[src/sv/uart_rxbuf_pkg.sv]
`timescale 1ns / 1ps

package uart_rxbuf_pkg;

    // Operation selector carried on s_tuser
    typedef enum logic [1:0] {
        OP_RX   = 2'd0,
        OP_READ = 2'd1,
        OP_POLL = 2'd2
    } op_t;

    localparam int          BYTE_W     = 8;
    localparam int          OUT_DATA_W = 16;
    localparam logic [7:0]  NOISE_BYTE = 8'h00;

endpackage

[src/sv/uart_rx_byte_buffer.sv]
`timescale 1ns / 1ps

// Channel | Dir | Handshake          | Payload
// s_      | in  | s_tvalid/s_tready  | s_tuser = op, s_tdata = rx_byte
// m_      | out | m_tvalid/m_tready  | m_tdata = read_byte, available
//
// One item per cycle unless stalled; one result per item, in the cycle after accept.
// The result is registered: the byte store has a single synchronous read port.
// Reset clears indices, the empty flag and the per-entry valid bits at once;
// an entry never written reads as zero. No clearing pass is needed.
// A stalled result holds in the output register; s_tready drops only while
// that register is full and m_tready is low.

module uart_rx_byte_buffer #(
    parameter int DEPTH = 64
) (
    input  logic        aclk,
    input  logic        aresetn,

    input  logic        s_tvalid,
    output logic        s_tready,
    input  logic [7:0]  s_tdata,    // [7:0] rx_byte
    input  logic [1:0]  s_tuser,    // [1:0] op

    output logic        m_tvalid,
    input  logic        m_tready,
    output logic [15:0] m_tdata     // [7:0] read_byte, [8] available, [15:9] zero
);

    localparam int AW    = (DEPTH > 1) ? $clog2(DEPTH) : 1;
    localparam int IDX_W = $clog2(DEPTH + 1);
    localparam logic [IDX_W-1:0] DEPTH_IDX = IDX_W'(DEPTH);

    logic [uart_rxbuf_pkg::BYTE_W-1:0] store_mem [DEPTH];
    logic [DEPTH-1:0]                  vld_reg;

    logic [IDX_W-1:0] wr_reg, wr_next;
    logic [IDX_W-1:0] rd_reg, rd_next;
    logic             empty_reg, empty_next;
    logic             m_valid_reg;
    logic             avail_reg;
    logic             rsel_reg;
    logic [7:0]       rdata_reg;

    logic             accept;
    logic             we;
    logic [AW-1:0]    waddr;
    logic             rsel;
    logic [IDX_W-1:0] wr_base;
    logic [IDX_W-1:0] rd_inc;
    uart_rxbuf_pkg::op_t op;
    logic [7:0]       read_byte;

    assign s_tready = !m_valid_reg || m_tready;
    assign accept   = s_tvalid && s_tready;
    assign op       = uart_rxbuf_pkg::op_t'(s_tuser);
    assign wr_base  = (wr_reg >= DEPTH_IDX || empty_reg) ? '0 : wr_reg;
    assign rd_inc   = rd_reg + IDX_W'(1);

    always_comb begin
        wr_next    = wr_reg;
        rd_next    = rd_reg;
        empty_next = empty_reg;
        we         = 1'b0;
        waddr      = wr_base[AW-1:0];
        rsel       = 1'b0;
        unique case (op)
            uart_rxbuf_pkg::OP_RX: begin
                we      = 1'b1;
                wr_next = wr_base;
                // zero byte is line noise: store it, do not advance
                if (s_tdata != uart_rxbuf_pkg::NOISE_BYTE) begin
                    wr_next    = wr_base + IDX_W'(1);
                    empty_next = 1'b0;
                end
            end
            uart_rxbuf_pkg::OP_READ: begin
                priority if (rd_reg >= DEPTH_IDX) begin
                    rd_next    = '0;
                    empty_next = 1'b1;
                end else if (rd_reg >= wr_reg) begin
                    rsel       = 1'b1;
                    rd_next    = '0;
                    wr_next    = '0;
                    empty_next = 1'b1;
                end else if (!empty_reg) begin
                    rsel    = 1'b1;
                    rd_next = rd_inc;
                    if (rd_inc >= DEPTH_IDX) begin
                        rd_next    = '0;
                        empty_next = 1'b1;
                    end
                end else begin
                    rsel = 1'b0;
                end
            end
            uart_rxbuf_pkg::OP_POLL: begin
                if (rd_reg >= wr_reg || rd_reg >= DEPTH_IDX) begin
                    rd_next    = '0;
                    wr_next    = '0;
                    empty_next = 1'b1;
                end
            end
            default: begin
                rsel = 1'b0;
            end
        endcase
    end

    // byte store: one write and one registered read per cycle
    always_ff @(posedge aclk) begin
        if (accept && we) begin
            store_mem[waddr] <= s_tdata;
        end
        if (accept) begin
            rdata_reg <= store_mem[rd_reg[AW-1:0]];
        end
    end

    always_ff @(posedge aclk) begin
        if (!aresetn) begin
            vld_reg     <= '0;
            wr_reg      <= '0;
            rd_reg      <= '0;
            empty_reg   <= 1'b1;
            m_valid_reg <= 1'b0;
        end else begin
            if (accept && we) begin
                vld_reg[waddr] <= 1'b1;
            end
            if (accept) begin
                wr_reg    <= wr_next;
                rd_reg    <= rd_next;
                empty_reg <= empty_next;
            end
            if (accept) begin
                m_valid_reg <= 1'b1;
            end else if (m_tready) begin
                m_valid_reg <= 1'b0;
            end
        end
    end

    // result payload; hold while stalled
    always_ff @(posedge aclk) begin
        if (accept) begin
            rsel_reg  <= rsel && vld_reg[rd_reg[AW-1:0]];
            avail_reg <= !empty_next;
        end
    end

    assign read_byte = rsel_reg ? rdata_reg : uart_rxbuf_pkg::NOISE_BYTE;
    assign m_tvalid  = m_valid_reg;
    assign m_tdata   = {(uart_rxbuf_pkg::OUT_DATA_W - 9)'(0), avail_reg, read_byte};

    a_wr_range: assert property (@(posedge aclk) disable iff (!aresetn)
        wr_reg <= DEPTH_IDX)
        else $error("write index beyond store depth");

    a_rd_range: assert property (@(posedge aclk) disable iff (!aresetn)
        rd_reg < DEPTH_IDX)
        else $error("read index beyond last entry");

    a_avail_tracks: assert property (@(posedge aclk) disable iff (!aresetn)
        m_valid_reg |-> (avail_reg == !empty_reg))
        else $error("available flag disagrees with empty state");

    a_rx_fills: assert property (@(posedge aclk) disable iff (!aresetn)
        (accept && op == uart_rxbuf_pkg::OP_RX && s_tdata != uart_rxbuf_pkg::NOISE_BYTE)
        |=> (!empty_reg && wr_reg != '0))
        else $error("nonzero byte did not fill the buffer");

    a_read_drained: assert property (@(posedge aclk) disable iff (!aresetn)
        (accept && op == uart_rxbuf_pkg::OP_READ && empty_reg && rd_reg < wr_reg)
        |=> (read_byte == uart_rxbuf_pkg::NOISE_BYTE))
        else $error("read from drained buffer returned data");

endmodule
[config.mk]
export PLATFORM = sky130hd
export DESIGN_NAME = uart_rx_byte_buffer
export DESIGN_NICKNAME = d
export VERILOG_FILES = /design/src/sv/uart_rxbuf_pkg.sv /design/src/sv/uart_rx_byte_buffer.sv
export SDC_FILE = /design/constraint.sdc
export NUM_CORES = 1
export LEC_CHECK = 0
export ABC_AREA = 1
export BUFFER_PORTS_ARGS = -buffer_cell sky130_fd_sc_hd__buf_2
export CORE_MARGIN = 1
export CORE_UTILIZATION = 37
export CTS_CLUSTER_DIAMETER = 100
export DETAILED_ROUTE_END_ITERATION = 8
export MAX_ROUTING_LAYER = met4
export PLACE_DENSITY = 0.6
export REMOVE_ABC_BUFFERS = 1
export SLEW_MARGIN = 15
export SYNTH_ARGS = -nofsm -noshare
export SYNTH_HDL_FRONTEND = slang
export SYNTH_SLANG_ARGS = --single-unit
[constraint.sdc]
create_clock -name aclk -period 2.4 [get_ports aclk]
set_input_delay 0.12 -clock aclk [delete_from_list [all_inputs] [get_ports aclk]]
set_output_delay 0.12 -clock aclk [all_outputs]
set_load 0.01 [all_outputs]
# Yosys cells after proc, flatten, opt, wreduce, memory -nomap -nowiden
# Memories as Yosys holds them, arrays and structs flattened. A register that Yosys moved wholly into a read port is not among the register bits.
# Index checks and enable logic that the tools add are counted.
# classes
add_sub_neg	2
magnitude_cmp	7
n_eq_ne	6
mux	32
n_bitwise	1
reduce_logical	16
# op_table
cell	count
64-bit OR	1
7-bit two-way mux	9
7-bit greater-or-equal comparator (second input constant)	3
7-bit one-hot mux with 3 select lines	1
1-bit two-way mux	17
7-bit by 1-bit adder with 7-bit output (second input constant)	2
6-bit by 7-bit less-than comparator with 1-bit output (second input constant)	2
7-bit one-hot mux with 2 select lines	1
8-bit two-way mux	1
8-bit nonzero test	1
7-bit greater-or-equal comparator	1
1-bit binary-select mux with 6-bit select	1
1-bit demux with 6-bit select	1
6-bit by 1-bit greater-or-equal comparator with 1-bit output (second input constant)	1
2-bit != test (second input constant)	3
5-bit AND reduction	1
1-bit logical AND	4
4-bit != test (second input constant)	1
4-bit AND reduction	1
2-bit nonzero test	2
1-bit logical OR	3
1-bit one-hot mux with 3 select lines	1
3-bit nonzero test	1
2-bit by 1-bit == test with 1-bit output (second input constant)	1
other kinds (3)	4
# word_totals
regBits	82
mem_bits_rw	512
inputBits	14
out_inout_bits	18
elab_cells	72
mem_count	1
# mem_list
memory	words	word_bits	rd	rd_clocked_by_memory_dff	write_ports	line_no	text
store_mem	64	8	1	1	1	uart_rx_byte_buffer.sv:34	logic [uart_rxbuf_pkg::BYTE_W-1:0] store_mem [DEPTH];

# Logic depth before layout (Yosys ltp)
# Gate-level depths: netlist (run 1).
# depth
ltp_word	8
mapped_depth	19
ltp_nobuf	15

# Worst setup path after synthesis (run 1)
# OpenSTA, ideal clock, no wires.
# synth_timing
path_type	flip-flop to flip-flop
start	reg rd_reg[0]
end	reg wr_reg[1]
setup_ns	0.116
arrival_ns	2.055
t_required_ns	2.284
path_slack_ns	0.228
stages_incl_launch_ff	18
path_buffers	4
synth_period_minus_slack_ns	2.172
cell_sequence	dfxtp_1 > buf_4 > inv_4 > buf_4 > buf_6 > buf_6 > ha_1 > inv_1 > nand2_1 > nand2_1 > nand2_1 > nand2_1 > nand2_1 > nand2_1 > nand2_1 > nand3_1 > o21ai_0 > nor2_1
# synth_between
elab_chain_len	4
word_cells_on_any_way	7
cone_classes	2 x order compare; 3 x eq/ne; 2 x reduce/logical
# synth_rtl
item	line_no	text
from (decl)	uart_rx_byte_buffer.sv:38	logic [IDX_W-1:0] rd_reg, rd_next;
from (signal assigned)	uart_rx_byte_buffer.sv:133	rd_reg <= rd_next;
7-bit greater-or-equal comparator (on tied branches)	uart_rx_byte_buffer.sv:81, uart_rx_byte_buffer.sv:98, uart_rx_byte_buffer.sv:78	
1-bit logical OR	uart_rx_byte_buffer.sv:98	if (rd_reg >= wr_reg || rd_reg >= DEPTH_IDX) begin
2-bit != test (no source line)	--	
5-bit AND reduction (no source line) *	--	
to (signal assigned)	uart_rx_byte_buffer.sv:132	wr_reg <= wr_next;
to (decl)	uart_rx_byte_buffer.sv:37	logic [IDX_W-1:0] wr_reg, wr_next;
# Mark *: on every way between the ends. The rest lies on a longest branch, timed or not.
# A chain may end at the register's enable or synchronous reset.

==> results of run 1 <==
==> where the power goes <==
group,internal [uW],leakage (uW),switching (uW)
sequential,11400,0.00535,61.0
clock,5720,0.00102,4010
combinational,631,0.00409,1570
==> per-stage QoR <==
step	worst slack [ns]	TNS, ns	utilization [%]	instance area [sq um]
finish	0.114	0	42.8	28800
detailed placement	0.163	0	39.6	26700
CTS	0.128	0	42.8	28800
global route	0.0143	0	42.8	28800
floorplan	-7.05	-170.14	-	24500
global placement	0.149	0	39.6	26700
==> metal layers <==
layer  vias up  GRT usage, %  wire length (microns)
met3       109          3.55                   4790
met2       641          30.0                  30600
met1      8435          26.6                  29400
met4         0          6.69                   1780
li1       8209             -                      -
met5         -             -                      0
==> synthesized netlist by cell type (all sizes together) <==
library cell / instances / area [sq um]
a21oi: 52 / 264
a31oi: 1 / 6.26
buf: 93 / 608
clkbuf: 41 / 154
clkinv: 3 / 11.3
conb: 1 / 3.75
dfxtp: 80 / 1600
edfxtp: 522 / 15700
ha: 14 / 175
inv: 131 / 494
nand2: 330 / 1240
nand3: 153 / 766
nand3b: 1 / 7.51
nand4: 5 / 37.5
nor2: 582 / 2220
nor3: 8 / 55.1
nor4: 2 / 12.5
o211ai: 52 / 390
o21a: 1 / 7.51
o21ai: 266 / 1330
o22ai: 9 / 56.3
or2: 17 / 106
xnor2: 1 / 8.76
xor2: 1 / 8.76
==> worst max-delay path: stages (launching register included) <==
cell and delay (ns):
dfxtp_4 0.41, inv_6 0.15, buf_12 0.30, buf_4 0.25
nor2_1 0.06, o211ai_1 0.39, nand3_1 0.22, nand3_1 0.18
nand3_1 0.08, nand2_1 0.06
==> cell type report <==
class                   instances  area share, %
well taps                     873           3.79
inverters                     134           1.77
diodes                          4         0.0347
flip-flops and latches        602           59.9
clock buffers                  93           6.70
multi-input cells            1502           23.3
repair buffers                128           3.91
clock inverters                27          0.525
==> path summary, 6_finish.rpt <==
| kind | startpoint | end | slack, ns | cells after the start |
|---|---|---|---|---|
| setup / recovery | rd_reg[0]$_SDFFE_PN0P_ | rdata_reg[7]$_DFFE_PP_ | 0.11 | 9 |
| hold / removal | s_tuser[1] | avail_reg$_DFFE_PP_ | 0.06 | 4 |
| setup reg to reg | rd_reg[0]$_SDFFE_PN0P_ | rdata_reg[7]$_DFFE_PP_ | 0.11 | 9 |
| hold reg to reg | vld_reg[32]$_SDFFE_PN0P_ | vld_reg[32]$_SDFFE_PN0P_ | 0.46 | 2 |
==> cells by family after synthesis <==
| logic type | Yosys count |
|---|---|
| AND/OR/NAND/NOR | 1098 |
| flip-flops | 602 |
| AO/OA/AOI/OAI | 381 |
| buffers and inverters | 268 |
| adder cells (fa/ha/maj) | 14 |
| XOR/XNOR | 2 |
| other | 1 |
==> what timing repair did <==
item / 4_1_cts / 5_1_grt
resized for setup: 0 / 0
hold buffers: 5 / 0
endpoints found under the hold margin: 35 / 0
==> flow_summary.json, run 1 <==
{
  "cts_made_buffers": 66,
  "finalPower_uw": 23400,
  "fmax_mhz": 437,
  "grt_antenna_before_repair": 5,
  "final_nets": 2462,
  "netlist_area_sq_mm": 0.0252,
  "cts_max_path_buffers": 3,
  "drv_slew": 0,
  "synth_compound_area_share_pct": 8.14,
  "io_pins": 32,
  "clkLatencyLatePin_ns": 0.60,
  "hpwl_microns": 41300,
  "largest_reg_flops": 512,
  "timing.slew.headroom_pct": 42.1,
  "peakVddDrop_mv": 0.462,
  "status": "complete, no violations",
  "cts_setup_buffers": 0,
  "hp-class": "in -> reg",
  "setup_viol": 0,
  "grt_max_degree": 80,
  "synthMuxAreaShare_pct": 0,
  "ys_seq_area_share_pct": 68.4,
  "synth_cells": 2366,
  "areaGrowthSynthToFinish_pct": 14.2,
  "dieArea_sq_mm": 0.0693,
  "worst_ep_arrival_time_ns": 2.75,
  "cts.sinks": 602,
  "drive_above_1_share_pct": 10.7,
  "vias": 17400,
  "rsz0062_at_grt": "false",
  "grt_pass1_wl_microns": 101000,
  "synth.distinct_cells": 38,
  "cap_violations": 0,
  "htree_levels": 3,
  "p_per_area_mw_per_mm2": 812,
  "ys_seq_elements": 602,
  "routabilityCongestion": 0.932,
  "coreArea_sq_mm": 0.0674,
  "num_rows": 95,
  "grt-ovfl-total": 0,
  "synth_fa_ha_area_share_pct": 0.694,
  "yosysWarnings": 0,
  "cp-end-kind": "flip-flop",
  "fin_skew_ns": 0.0180,
  "hold_violations": 0,
  "ant_nets": 0,
  "final_cell_count_no_fill": 3363,
  "layout_common_cells": "nor2_1 (570), edfxtp_1 (522), nand2_1 (328)",
  "synth_simple_gate_area_share_pct": 17.6,
  "multi_input_area_sq_mm": 0.00673,
  "syn_area_per_cell_sq_um": 10.7,
  "synth_top_family_by_area": "simple AND/OR/NAND/NOR gates",
  "seq_area_sq_mm": 0.0173,
  "route.detailed.drc": 0,
  "crit_required_ns": 2.87,
  "fill_cells": 6247,
  "path_class": "reg -> reg",
  "worstPathMaxFanout": 72,
  "start_util_pct": 37.5,
  "first_pass_iters": 7,
  "period_needed_ns": 2.29,
  "worst_hold_slack_ns": 0.0641,
  "fp.dieW_microns": 263,
  "clkTransAtPathRegs_ns": 0.06,
  "placed_cells": 3234,
  "cts_root_buf": "clkbuf_16",
  "final_common_cell": "nor2_1",
  "grt_pass1_vias": 16700,
  "dr.first_iter.drc_count": 1815,
  "critPathLaunchType": "flip-flop",
  "tightest_slew_ns": 0.868,
  "io_buffers": 24,
  "synth-xor-area-share_pct": 0.0694,
  "via_per_inst": 5.17,
  "wl_microns": 66600,
  "finalCritPeriodShare_pct": 95.3,
  "p_leak_uw": 0.0105,
  "die_h_microns": 263,
  "grtUsageTotal_pct": 19.7,
  "cts_tree": "yes",
  "routedWlPerCell_microns": 19.8
}
(Power assumes the default switching activity.)
==> run 2: changes to the inputs <==
--- a/config.mk
+++ b/config.mk
@@ -9,6 +9,7 @@
 export BUFFER_PORTS_ARGS = -buffer_cell sky130_fd_sc_hd__buf_2
 export CORE_MARGIN = 1
 export CORE_UTILIZATION = 37
+export CTS_BUF_LIST = sky130_fd_sc_hd__clkbuf_2
 export CTS_CLUSTER_DIAMETER = 100
 export DETAILED_ROUTE_END_ITERATION = 8
 export MAX_ROUTING_LAYER = met4
==> run 2 against run 1 <==
Worst hold slack better by 0.095 ns. Critical path depth down 5. Register-to-register slack hardly changed. Final cell count increased by 5.9%. Total power shrank 9.8%. Clock-buffer cell count up 144. Critical path type is now reg -> out. Sequential power barely moved. Flip-flop and latch count did not move. Critical endpoint is now m_tdata[5]. Via count up 4.9%. Fmax shrank 1.9%. Worst setup slack worse by 0.045 ns. Non-clock buffer count increased by 34.
==> flow_summary.json, run 2 (synthesis results as in run 1) <==
{
  "status": "complete, no violations",
  "start_util_pct": 37.5,
  "areaGrowthSynthToFinish_pct": 13.9,
  "fp.dieW_microns": 263,
  "rsz0062_at_grt": "true",
  "p_int_uw": 15200,
  "rrSetupSlack_ns": 0.10,
  "comb_power_share_pct": 11.0,
  "io_buffers": 24,
  "worst_hold_slack_ns": 0.159,
  "r2r-start": "wr_reg[2]$_SDFFE_PN0P_",
  "final_common_cell": "nor2_1",
  "layout_common_cells": "nor2_1 (570), edfxtp_1 (522), nand2_1 (318)",
  "dr.first_iter.drc_count": 1758,
  "grt_pass1_vias": 17700,
  "grt_pass1_wl_microns": 105000,
  "clockPowerShare_pct": 34.6,
  "seqPwrFrac_pct": 54.4,
  "crit_required_ns": 2.28,
  "setup_viol": 0,
  "drv_slew": 0,
  "finalCritPeriodShare_pct": 97.1,
  "largest_reg_flops": 512,
  "tightest_slew_ns": 0.942,
  "routedWlPerCell_microns": 19.4,
  "whs_path_depth": 3,
  "timing.slew.headroom_pct": 37.2,
  "reg2reg_depth": 13,
  "cts.sinks": 602,
  "placed_cells": 3234,
  "finalPower_uw": 21100,
  "utilization_pct": 42.7,
  "p_leak_uw": 0.0107,
  "cap_violations": 0,
  "io_pins": 32,
  "clkTransAtPathRegs_ns": 0.10,
  "route.detailed.drc": 0,
  "hp-class": "in -> reg",
  "min_to": "store_mem[46][6]$_DFFE_PP_",
  "crit_path_cell_trace": "buf_12 > nand2_4 > inv_2 > buf_6",
  "critPathLaunchType": "flip-flop",
  "hp-start": "s_tdata[6]",
  "drive_above_1_share_pct": 17.1,
  "period_needed_ns": 2.33,
  "cts_tree": "yes",
  "grtUsageTotal_pct": 20.5,
  "cts_max_path_buffers": 3,
  "worst_path_largest_cell_delay_ns": 0.43,
  "fmax_mhz": 429,
  "coreArea_sq_mm": 0.0674,
  "switching_power_uw": 5940,
  "dieArea_sq_mm": 0.0693,
  "num_rows": 95,
  "final_nets": 2584,
  "cts_made_buffers": 154,
  "vias": 18200,
  "postPlaceCellArea_sq_mm": 0.0267,
  "fin_skew_ns": 0.131,
  "p_per_area_mw_per_mm2": 735,
  "grt_antenna_before_repair": 3,
  "clkLatencyLatePin_ns": 1.38,
  "ant_nets": 0,
  "grt-ovfl-total": 0,
  "hold_violations": 0,
  "worstPathMaxFanout": 8,
  "hpwl_microns": 41300,
  "final_cell_count_no_fill": 3560,
  "via_per_inst": 5.13,
  "peakVddDrop_mv": 0.390,
  "cts_root_buf": "clkbuf_2",
  "grt_max_degree": 80,
  "cp-end-kind": "primary output",
  "htree_levels": 4,
  "worst_ep_arrival_time_ns": 2.21,
  "path_class": "reg -> out",
  "die_h_microns": 263,
  "fin_area_sq_mm": 0.0288,
  "wl_microns": 69000,
  "p_sw_share_pct": 28.1,
  "first_pass_iters": 6,
  "critPathSlowestCell": "edfxtp_1",
  "routabilityCongestion": 0.932
}
[run 2: cell types whose count changed in the layout (fill, tap and decap cells not counted), moves of 5 or more]
cell	previous run	this run
clkbuf_2	0	237
clkbuf_16	73	1
dlygate4sd3_1	5	34
clkbuf_1	17	0
clkinv_1	17	34
inv_2	24	35
inv_1	105	95
nand2_1	328	318
buf_2	24	16
buf_6	0	8
nand2_4	0	7
clkinv_2	10	4
dfxtp_1	77	72
dfxtp_2	1	6
[run 2: power groups by stage]
stage / logic (uW) / clock network (uW) / registers, uW
after CTS: 2290 / 7480 / 11500
final: 2330 / 7310 / 11500
after floorplan: 1150 / 0 / 11800
after global routing: 2560 / 8010 / 11500
after global placement: 2190 / 0 / 11700
after detailed placement: 2200 / 0 / 11700
[run 2: area by class of cell]
cell class	count	area, sq um
well taps	873	1090
multi-input cells	1502	6810
repair buffers	162	1540
diodes	3	7.51
clock inverters	47	302
flip-flops and latches	602	17300
inverters	134	522
fillers	6430	38600
clock buffers	237	1190
[run 2: worst max-delay path by stage]
stage | slack, ns | start | cells after the start | endpoint
3_5_place_dp | 0.16 | rd_reg[0]$_SDFFE_PN0P_ | 9 | rdata_reg[1]$_DFFE_PP_
3_3_place_gp | 0.15 | rd_reg[0]$_SDFFE_PN0P_ | 9 | rdata_reg[1]$_DFFE_PP_
2_1_floorplan | -7.05 | rd_reg[0]$_SDFFE_PN0P_ | 12 | rd_reg[0]$_SDFFE_PN0P_
6_report | 0.07 | rsel_reg$_DFFE_PP_ | 4 | m_tdata[5]
5_1_grt | -0.02 | rsel_reg$_DFFE_PP_ | 4 | m_tdata[5]
4_1_cts | -0.05 | rsel_reg$_DFFE_PP_ | 4 | m_tdata[7]
[run 2: layer usage]
metal / up-vias / GRT usage, % / wire, microns
met5: - / - / 0
met1: 8860 / 26.9 / 30500
met2: 719 / 31.3 / 32100
li1: 8566 / - / -
met4: 0 / 7.08 / 1390
met3: 104 / 4.53 / 5130
[run 2: stage by stage]
| step | setup WS, ns | TNS [ns] |
|---|---|---|
| after CTS | -0.0549 | -0.364 |
| after global placement | 0.149 | 0 |
| after global routing | -0.0205 | -0.107 |
| after detailed placement | 0.163 | 0 |
| final | 0.0685 | 0 |
| after floorplan | -7.05 | -170.14 |
[run 2: worst max-delay path, delay by kind of cell, from the launching register on]
family,cells,cell delay [ns]
DFF,1,0.43
and+or+nand+nor,1,0.08
buffers and inverters,3,0.33
[run 2: what timing repair did]
action                                 in CTS  in global routing
gates cloned                                0                  1
resized for setup                          30                 16
setup endpoints to repair                   9                 20
pin swaps                                   0                  2
buffers inserted                            1                  3
endpoints found under the hold margin    1100                  0
hold buffers                               36                  0
